<file path="config.mk">
export PLATFORM = sky130hd
export DESIGN_NAME = bti_ctrl
export DESIGN_NICKNAME = d
export VERILOG_FILES = /design/src/bti_pkg.sv /design/src/bti_ctrl.sv
export SDC_FILE = /design/constraint.sdc
export NUM_CORES = 1
export LEC_CHECK = 0
export ABC_CLOCK_PERIOD_IN_PS = 2050
export CAP_MARGIN = 15
export CORE_ASPECT_RATIO = 1.75
export CORE_MARGIN = 2
export CORE_UTILIZATION = 30
export DETAILED_ROUTE_END_ITERATION = 10
export DONT_BUFFER_PORTS = 1
export GPL_ROUTABILITY_DRIVEN = 0
export HOLD_SLACK_MARGIN = 0.12
export SLEW_MARGIN = 30
export SYNTH_ARGS = -nofsm -noshare
export SYNTH_HDL_FRONTEND = slang
export SYNTH_SLANG_ARGS = --single-unit
</file>
<file path="constraint.sdc">
create_clock -name clk -period 2.05 [get_ports clk]
set_input_delay 0.41 -clock clk [delete_from_list [all_inputs] [get_ports clk]]
set_output_delay 0.41 -clock clk [all_outputs]
set_load 0.01 [all_outputs]
</file>
<file path="src/bti_pkg.sv">
package bti_pkg;

    localparam int MAX_ROWS   = 16;
    localparam int MAX_COLS   = 16;
    localparam int ROW_AW     = 4;
    localparam int COL_AW     = 4;
    localparam int TAB_AW     = ROW_AW + COL_AW;
    localparam int TAB_DEPTH  = MAX_ROWS * MAX_COLS;
    localparam int DATA_W     = 32;
    localparam int CNT_W      = 5;
    localparam int CFG_IDX_W  = 2;
    localparam int MIN_POINTS = 2;

    localparam logic [CNT_W-1:0] SCAN_LAST = CNT_W'(MAX_ROWS);
    localparam logic [CNT_W-1:0] READ_LAST = CNT_W'(4);
    localparam logic [CNT_W-1:0] STEP_LAST = CNT_W'(DATA_W - 1);

    localparam logic [CFG_IDX_W-1:0] CFG_ROW_COUNT = CFG_IDX_W'(0);
    localparam logic [CFG_IDX_W-1:0] CFG_COL_COUNT = CFG_IDX_W'(1);

    localparam logic [1:0] BL_ROW_LO = 2'd0;
    localparam logic [1:0] BL_ROW_HI = 2'd1;
    localparam logic [1:0] BL_COL    = 2'd2;

    typedef enum logic [1:0] {
        FUNC_ROW_BP = 2'd0,
        FUNC_COL_BP = 2'd1,
        FUNC_TAB    = 2'd2,
        FUNC_QUERY  = 2'd3
    } func_t;

    typedef enum logic [1:0] {
        ST_OK  = 2'd0,
        ST_FEW = 2'd1,
        ST_OOB = 2'd2
    } status_t;

    typedef enum logic [2:0] {
        S_IDLE,
        S_SCAN,
        S_CHECK,
        S_READ,
        S_SETUP,
        S_STEP,
        S_END,
        S_DONE
    } state_t;

    typedef struct packed {
        func_t              func;
        logic [ROW_AW-1:0]  row_index;
        logic [COL_AW-1:0]  col_index;
        logic signed [31:0] data;
        logic signed [31:0] row_key;
        logic signed [31:0] col_key;
    } in_item_t;

    typedef struct packed {
        logic signed [31:0] result;
        status_t            status;
    } out_item_t;

    typedef struct packed {
        logic              take;
        logic              start;
        logic              scan;
        logic              rd;
        logic              setup;
        logic              step;
        logic              fin;
        logic [1:0]        bl_sel;
        logic [CNT_W-1:0]  cnt;
        logic              load_out;
        status_t           out_status;
    } ctrl_cmd_t;

    typedef struct packed {
        logic few;
        logic oob;
        logic out_free;
    } dp_stat_t;

    typedef struct packed {
        logic [DATA_W-1:0] prev;
        logic [DATA_W-1:0] first;
        logic [DATA_W-1:0] last;
        logic [DATA_W-1:0] lo;
        logic [DATA_W-1:0] hi;
        logic [ROW_AW-1:0] idx;
        logic              found;
    } axis_t;

endpackage

</file>
<file path="src/bti_ctrl.sv">
module bti_ctrl (
    input  logic               clk,
    input  logic               rst_n,
    input  logic               in_valid,
    input  bti_pkg::func_t     in_func,
    output logic               in_ready,
    input  bti_pkg::dp_stat_t  stat,
    output bti_pkg::ctrl_cmd_t cmd,
    output bti_pkg::state_t    state
);

    bti_pkg::state_t               state_reg, state_next;
    logic [bti_pkg::CNT_W-1:0]     cnt_reg, cnt_next;
    logic [1:0]                    bl_reg, bl_next;
    bti_pkg::status_t              st_reg, st_next;

    always_ff @(posedge clk or negedge rst_n)
    begin
        if (!rst_n)
        begin
            state_reg <= bti_pkg::S_IDLE;
            cnt_reg   <= '0;
            bl_reg    <= bti_pkg::BL_ROW_LO;
            st_reg    <= bti_pkg::ST_OK;
        end
        else
        begin
            state_reg <= state_next;
            cnt_reg   <= cnt_next;
            bl_reg    <= bl_next;
            st_reg    <= st_next;
        end
    end

    always_comb
    begin
        state_next = state_reg;
        cnt_next   = cnt_reg;
        bl_next    = bl_reg;
        st_next    = st_reg;
        unique case (state_reg)
            bti_pkg::S_IDLE:
            begin
                if (in_valid && in_func == bti_pkg::FUNC_QUERY)
                begin
                    cnt_next = '0;
                    if (stat.few)
                    begin
                        st_next    = bti_pkg::ST_FEW;
                        state_next = bti_pkg::S_DONE;
                    end
                    else
                    begin
                        state_next = bti_pkg::S_SCAN;
                    end
                end
            end
            bti_pkg::S_SCAN:
            begin
                cnt_next = cnt_reg + 1'b1;
                if (cnt_reg == bti_pkg::SCAN_LAST)
                begin
                    state_next = bti_pkg::S_CHECK;
                end
            end
            bti_pkg::S_CHECK:
            begin
                cnt_next = '0;
                if (stat.oob)
                begin
                    st_next    = bti_pkg::ST_OOB;
                    state_next = bti_pkg::S_DONE;
                end
                else
                begin
                    state_next = bti_pkg::S_READ;
                end
            end
            bti_pkg::S_READ:
            begin
                cnt_next = cnt_reg + 1'b1;
                if (cnt_reg == bti_pkg::READ_LAST)
                begin
                    bl_next    = bti_pkg::BL_ROW_LO;
                    state_next = bti_pkg::S_SETUP;
                end
            end
            bti_pkg::S_SETUP:
            begin
                cnt_next   = '0;
                state_next = bti_pkg::S_STEP;
            end
            bti_pkg::S_STEP:
            begin
                cnt_next = cnt_reg + 1'b1;
                if (cnt_reg == bti_pkg::STEP_LAST)
                begin
                    state_next = bti_pkg::S_END;
                end
            end
            bti_pkg::S_END:
            begin
                if (bl_reg == bti_pkg::BL_COL)
                begin
                    st_next    = bti_pkg::ST_OK;
                    state_next = bti_pkg::S_DONE;
                end
                else
                begin
                    bl_next    = bl_reg + 1'b1;
                    state_next = bti_pkg::S_SETUP;
                end
            end
            bti_pkg::S_DONE:
            begin
                if (stat.out_free)
                begin
                    state_next = bti_pkg::S_IDLE;
                end
            end
            default:
            begin
                state_next = bti_pkg::S_IDLE;
            end
        endcase
    end

    always_comb
    begin
        in_ready       = (state_reg == bti_pkg::S_IDLE);
        cmd            = '0;
        cmd.take       = in_ready && in_valid;
        cmd.start      = in_ready && in_valid && in_func == bti_pkg::FUNC_QUERY;
        cmd.scan       = (state_reg == bti_pkg::S_SCAN);
        cmd.rd         = (state_reg == bti_pkg::S_READ);
        cmd.setup      = (state_reg == bti_pkg::S_SETUP);
        cmd.step       = (state_reg == bti_pkg::S_STEP);
        cmd.fin        = (state_reg == bti_pkg::S_END);
        cmd.bl_sel     = bl_reg;
        cmd.cnt        = cnt_reg;
        cmd.load_out   = (state_reg == bti_pkg::S_DONE) && stat.out_free;
        cmd.out_status = st_reg;
    end

    assign state = state_reg;

endmodule

</file>
==> impl_metrics.tcl, run 1 <==
set metrics [dict create \
    finalSetupViolations 0 \
    core.rowCount 25 \
    synthArstFlopShare_pct 100 \
    status "finished, final reports clean" \
    core_area_um2 2660 \
    stdcell_count 126 \
    yosysMostFrequentCell "dfrtp_1" \
    grt_first_pass_wirelength_um 3330 \
    fp.dieW_um 43.7 \
    drt_iter0_markers 15 \
    fill_cells 270 \
    pin_count 29 \
    skew_ns 0.00201 \
    grt_usage_pct 13.9 \
    diodes 0 \
    fin_crit_sh_pct 97.3 \
    place_inst 121 \
    grt_max_degree 15 \
    period_minus_slack_ns 2.00 \
    clock_latency_ns 0.25 \
    leakage_nw 0.437 \
    synth.top_cell.area_share_pct 36.3 \
    largest_reg_flops 5 \
    critPathTopFamily "simple AND/OR/NAND/NOR gates" \
    ir_worst_vdd_mv 0.503 \
    synth_top_area_cell "dfrtp_1" \
    synth_edf_count 0 \
    drive_above_1_share_pct 16.2 \
    dpl.hpwl_um 1530 \
    path_buf_inv 1 \
    setup.worst_path.start_class "register" \
    antenna_found_initial 0 \
    setup_tns_ns 0 \
    portBuffers 0 \
    postCtsSetupRepairBufs 0 \
    drt_pre_antenna_iters 4 \
    rsz0062_at_grt "no" \
    layout.nets 112 \
    min_path_type "in -> reg" \
    cts_root_buffer "clkbuf_8" \
    cts_tree "done" \
    ys_seq_elements 12 \
    cts_made_buffers 3 \
    synth_flop_cell "dfrtp_1" \
    powerDensity_nw_per_um2 1660 \
    synthCells 93 \
    ctsResizeCount 0 \
    mappedNetlistArea_um2 827 \
    start_util_pct 31.1 \
    min-delay-start "stat[0]" \
    drtAntennaViolNets 0 \
    critPathSlowestCell "dfrtp_1" \
    syn_area_per_cell_um2 8.89 \
    ys_top_cells_by_area "dfrtp_1, ha_1, nand2_1, a32o_1, o21ai_1" \
    numClockSinks 12 \
    path_class "reg -> out" \
    viasPerCell 5.86 \
    die-area_um2 3210 \
    hold_end "state[1]" \
    die_y_um 73.5 \
    clkTransAtPathRegs_ns 0.06 \
    r2r_start "cnt_reg[1]" \
    maxCapViolations 0 \
    ys_warn_count 0 \
    gr-total-overflow 0 \
    cp.required_ns 1.64 \
    ys_seq_area_share_pct 36.3 \
    arrival_ns 1.59 \
    num_vias 738 \
    netlist-cell-type-count 38 \
    tightest_slew_ns 0.560 \
    cts_max_level 1 \
    slew_headroom_pct 62.6 \
    end_kind "output port" \
    cts_max_path_buffers 2 \
    p_total_mw 1.56 \
    min_path_cells 3 \
    rrSetupSlack_ns 0.20 \
    crit_fanout 7 \
    fmax_ghz 0.501 \
    syn-num-nets 105 \
    slew_violations 0 \
    hold_viol 0 \
    syn_to_final_growth_pct 13.8 \
    yosys-top-cells-count "dfrtp_1, nand2_1, inv_1, o21ai_1" \
    crit_chain "or3_4, inv_2, and2_1, and3_1" \
    drc 0 \
    grt_pass1_vias 718 \
    r2r_cells 6 \
    wirelength_um 2020 \
    cpPeakStageDelay_ns 0.45 \
    wl_per_cell_um 16.0 \
    timing.rr.end "state[2]" \
]
-- worst register-to-register path, cell delays in order (launching register included) --
cell and delay (ns):
dfrtp_1 0.45, ha_1 0.24, and3_1 0.19, ha_1 0.19, o22ai_2 0.20, nand2b_1 0.15, mux2_1 0.32
-- metal layers --
metal  GRT usage (%)  share of wire, %  up-vias
li1                -                 -      351
met3            2.70               6.7        5
met4            7.07               2.1        0
met2            24.2                53       28
met5               0                 0        -
met1            15.6                38      354
-- where the power goes --
group	switching, mW	internal (mW)
sequential	0.145	0.338
combinational	0.478	0.335
clock	0.0953	0.170
total	0.719	0.844
-- worst max path at each step --
stage                           from        to  slack, ns  cells after the start
final                       state[2]   cmd[15]       0.05                      4
after global routing        state[2]   cmd[15]      0.008                      4
after CTS                   state[1]   cmd[15]       0.06                      4
after detailed placement  cnt_reg[1]  state[2]       0.22                      6
after global placement    cnt_reg[1]  state[2]       0.27                      6
after floorplan             state[2]   cmd[15]       0.21                      5
-- kinds of logic (layout without fill, tap and decap cells) --
group,count (synthesis),count (layout),synth area share (%)
buffers and inverters,13,19,7.26
multiplexers,2,2,2.57
adder cells (fa/ha/maj),4,4,6.05
AND/OR/NAND/NOR,37,37,26.6
flip-flops,12,12,36.3
AO/OA/AOI/OAI,25,25,21.2
-- cell usage in the layout (no fill, tap or decap), types with 2 or more instances in the layout --
| cell | count |
|---|---|
| a21oi_1 | 5 |
| a32o_1 | 3 |
| and3_1 | 3 |
| buf_4 | 6 |
| clkbuf_8 | 4 |
| dfrtp_1 | 12 |
| ha_1 | 4 |
| inv_1 | 7 |
| nand2_1 | 9 |
| nand2b_1 | 2 |
| nand3_1 | 4 |
| nor2_1 | 5 |
| nor3b_1 | 3 |
| o21ai_1 | 6 |
| o311ai_0 | 2 |
| or3_1 | 2 |
-- cell type report --
cell class	count	area (um2)	share of cell area (%)
multi-input combinational	68	467	49.6
sequential	12	300	31.9
clock buffer	4	55.1	5.85
timing repair buffer	7	55.1	5.85
tap	27	33.8	3.59
inverter	8	30.0	3.19
-- through the flow --
| stage | instance area [um2] | worst slack [ns] | hold slack (ns) | utilization, % |
|---|---|---|---|---|
| 6_report | 941 | 0.0549 | 0.480 | 35.4 |
| 5_1_grt | 941 | 0.00834 | 0.510 | 35.4 |
| 4_1_cts | 941 | 0.0555 | 0.492 | 35.4 |
| 3_5_place_dp | 876 | 0.221 | 0.115 | 32.9 |
| 3_3_place_gp | 876 | 0.268 | 0.115 | 32.9 |
| 2_1_floorplan | 827 | 0.212 | 0.114 | - |
-- timing repair --
action	in CTS	in global routing
hold buffers	1	0
endpoints found under the hold margin	12	0
endpoints found under the setup margin	0	0
(Power assumes the default switching activity.)
==> run 2: changes to the inputs <==
CAP_MARGIN = 20   (was 15)
CORE_ASPECT_RATIO = 0.9   (was 1.75)
==> impl_metrics.tcl, run 2 (synthesized netlist as in run 1, its figures left out) <==
set metrics [dict create \
    status "finished, final reports clean" \
    slew_headroom_pct 62.5 \
    placed_cell_area_um2 887 \
    p_switching_mw 0.702 \
    setup.worst_path.start_class "register" \
    post-route-util_pct 35.4 \
    wl_per_cell_um 14.8 \
    r2r_cells 6 \
    stdcell_count 131 \
    setup_tns_ns 0 \
    rsz0062_at_grt "no" \
    cts_root_buffer "clkbuf_4" \
    start_util_pct 30.9 \
    min_path_cells 3 \
    sw_frac_of_total_pct 46.8 \
    drt_iter0_markers 18 \
    period_minus_slack_ns 1.99 \
    core_area_um2 2680 \
    drive_above_1_share_pct 20.8 \
    cp.required_ns 1.64 \
    grt_first_pass_wirelength_um 3230 \
    powerDensity_nw_per_um2 1580 \
    cts_tree "done" \
    sequentialPowerShare_pct 32.6 \
    slew_violations 0 \
    grt_max_degree 17 \
    power.share.combinational_pct 54.8 \
    largest_reg_flops 5 \
    fill_cells 277 \
    drc 0 \
    drtAntennaViolNets 0 \
    cts_max_path_buffers 2 \
    finalSetupViolations 0 \
    mostFrequentLayoutCell "dfrtp_1" \
    seq_area_um2 302 \
    maxCapViolations 0 \
    num_vias 732 \
    ir_worst_vdd_mv 0.555 \
    dpl.hpwl_um 1450 \
    gr-total-overflow 0 \
    grt_usage_pct 14.0 \
    viasPerCell 5.59 \
    pwr-share-clk_pct 12.7 \
    drt_pre_antenna_iters 4 \
    p_int_mw 0.797 \
    die-area_um2 3190 \
    p_total_mw 1.50 \
    place_inst 125 \
    wirelength_um 1940 \
    cts_made_buffers 3 \
    final_cell_mix "dfrtp_1, nand2_1, buf_4" \
    clkTransAtPathRegs_ns 0.08 \
    hold_viol 0 \
    diodes 0 \
    fin_crit_sh_pct 97.0 \
    grt_pass1_vias 682 \
    tightest_slew_ns 0.560 \
    pin_count 29 \
    syn_to_final_growth_pct 14.8 \
    portBuffers 0 \
    end_kind "output port" \
    cts_max_level 1 \
    antenna_found_initial 0 \
    core.rowCount 18 \
    fmax_ghz 0.503 \
    path_class "reg -> out" \
    fin_area_um2 950 \
    arrival_ns 1.58 \
    leakage_nw 0.437 \
    min_path_type "in -> reg" \
    die_y_um 53.8 \
    fp.dieW_um 59.3 \
    clock_latency_ns 0.28 \
    crit_fanout 6 \
    numClockSinks 12 \
    layout.nets 114 \
    skew_ns 0.00481 \
    multi_input_area_um2 474 \
]
run 2: cell count changes in the layout (fill, tap and decap cells not counted), sizes merged:
cell / change
buf: +2
run 2: final timing paths:
check	start	endpoint	slack [ns]
hold reg to reg	bl_reg[0]	bl_reg[0]	0.56
setup reg to reg	cnt_reg[1]	state[2]	0.28
min in group asynchronous	rst_n	cnt_reg[4]	0.56
hold / removal	stat[0]	state[1]	0.44
setup / recovery	state[1]	cmd[15]	0.06
max in group asynchronous	rst_n	state[1]	1.10
run 2: what timing repair did:
| item | in CTS | in global routing |
|---|---|---|
| hold endpoints to repair | 12 | 0 |
| buffers inserted | 0 | 1 |
| resized for setup | 0 | 3 |
| hold buffers | 1 | 0 |
| setup endpoints to repair | 0 | 2 |
run 2: stage by stage:
step	setup WS, ns	hold WS (ns)
after floorplan	0.212	0.114
after global placement	0.329	0.115
after detailed placement	0.286	0.115
after CTS	0.0292	0.443
after global routing	0.00169	0.483
final	0.0609	0.442
run 2: worst max-delay path, cell delays in order, from the launching register on:
cell     delay [ns]
dfrtp_2        0.47
or3_4          0.43
inv_2          0.07
and2_4         0.14
and3_4         0.19
run 2: power groups by stage:
stage / Clock, mW / Sequential [mW] / Combinational (mW)
after detailed placement: 0 / 0.489 / 0.808
after floorplan: 0 / 0.472 / 0.624
after global placement: 0 / 0.485 / 0.784
after CTS: 0.195 / 0.485 / 0.819
after global routing: 0.209 / 0.508 / 0.931
final: 0.190 / 0.488 / 0.821
run 2: cell type report:
class	instances	area share (%)
Tap cell	30	3.95
Clock buffer	4	3.82
Inverter	8	3.16
Timing Repair Buffer	9	7.38
Multi-Input combinational cell	68	49.9
Sequential cell	12	31.8
run 2: layer usage:
layer | GRT usage (%) | up-vias | part of all wire, %
met1 | 16.8 | 344 | 45
met3 | 7.45 | 2 | 9.1
met5 | 0 | - | 0
met2 | 21.1 | 26 | 44
met4 | 5.68 | 0 | 1.4
li1 | - | 360 | -
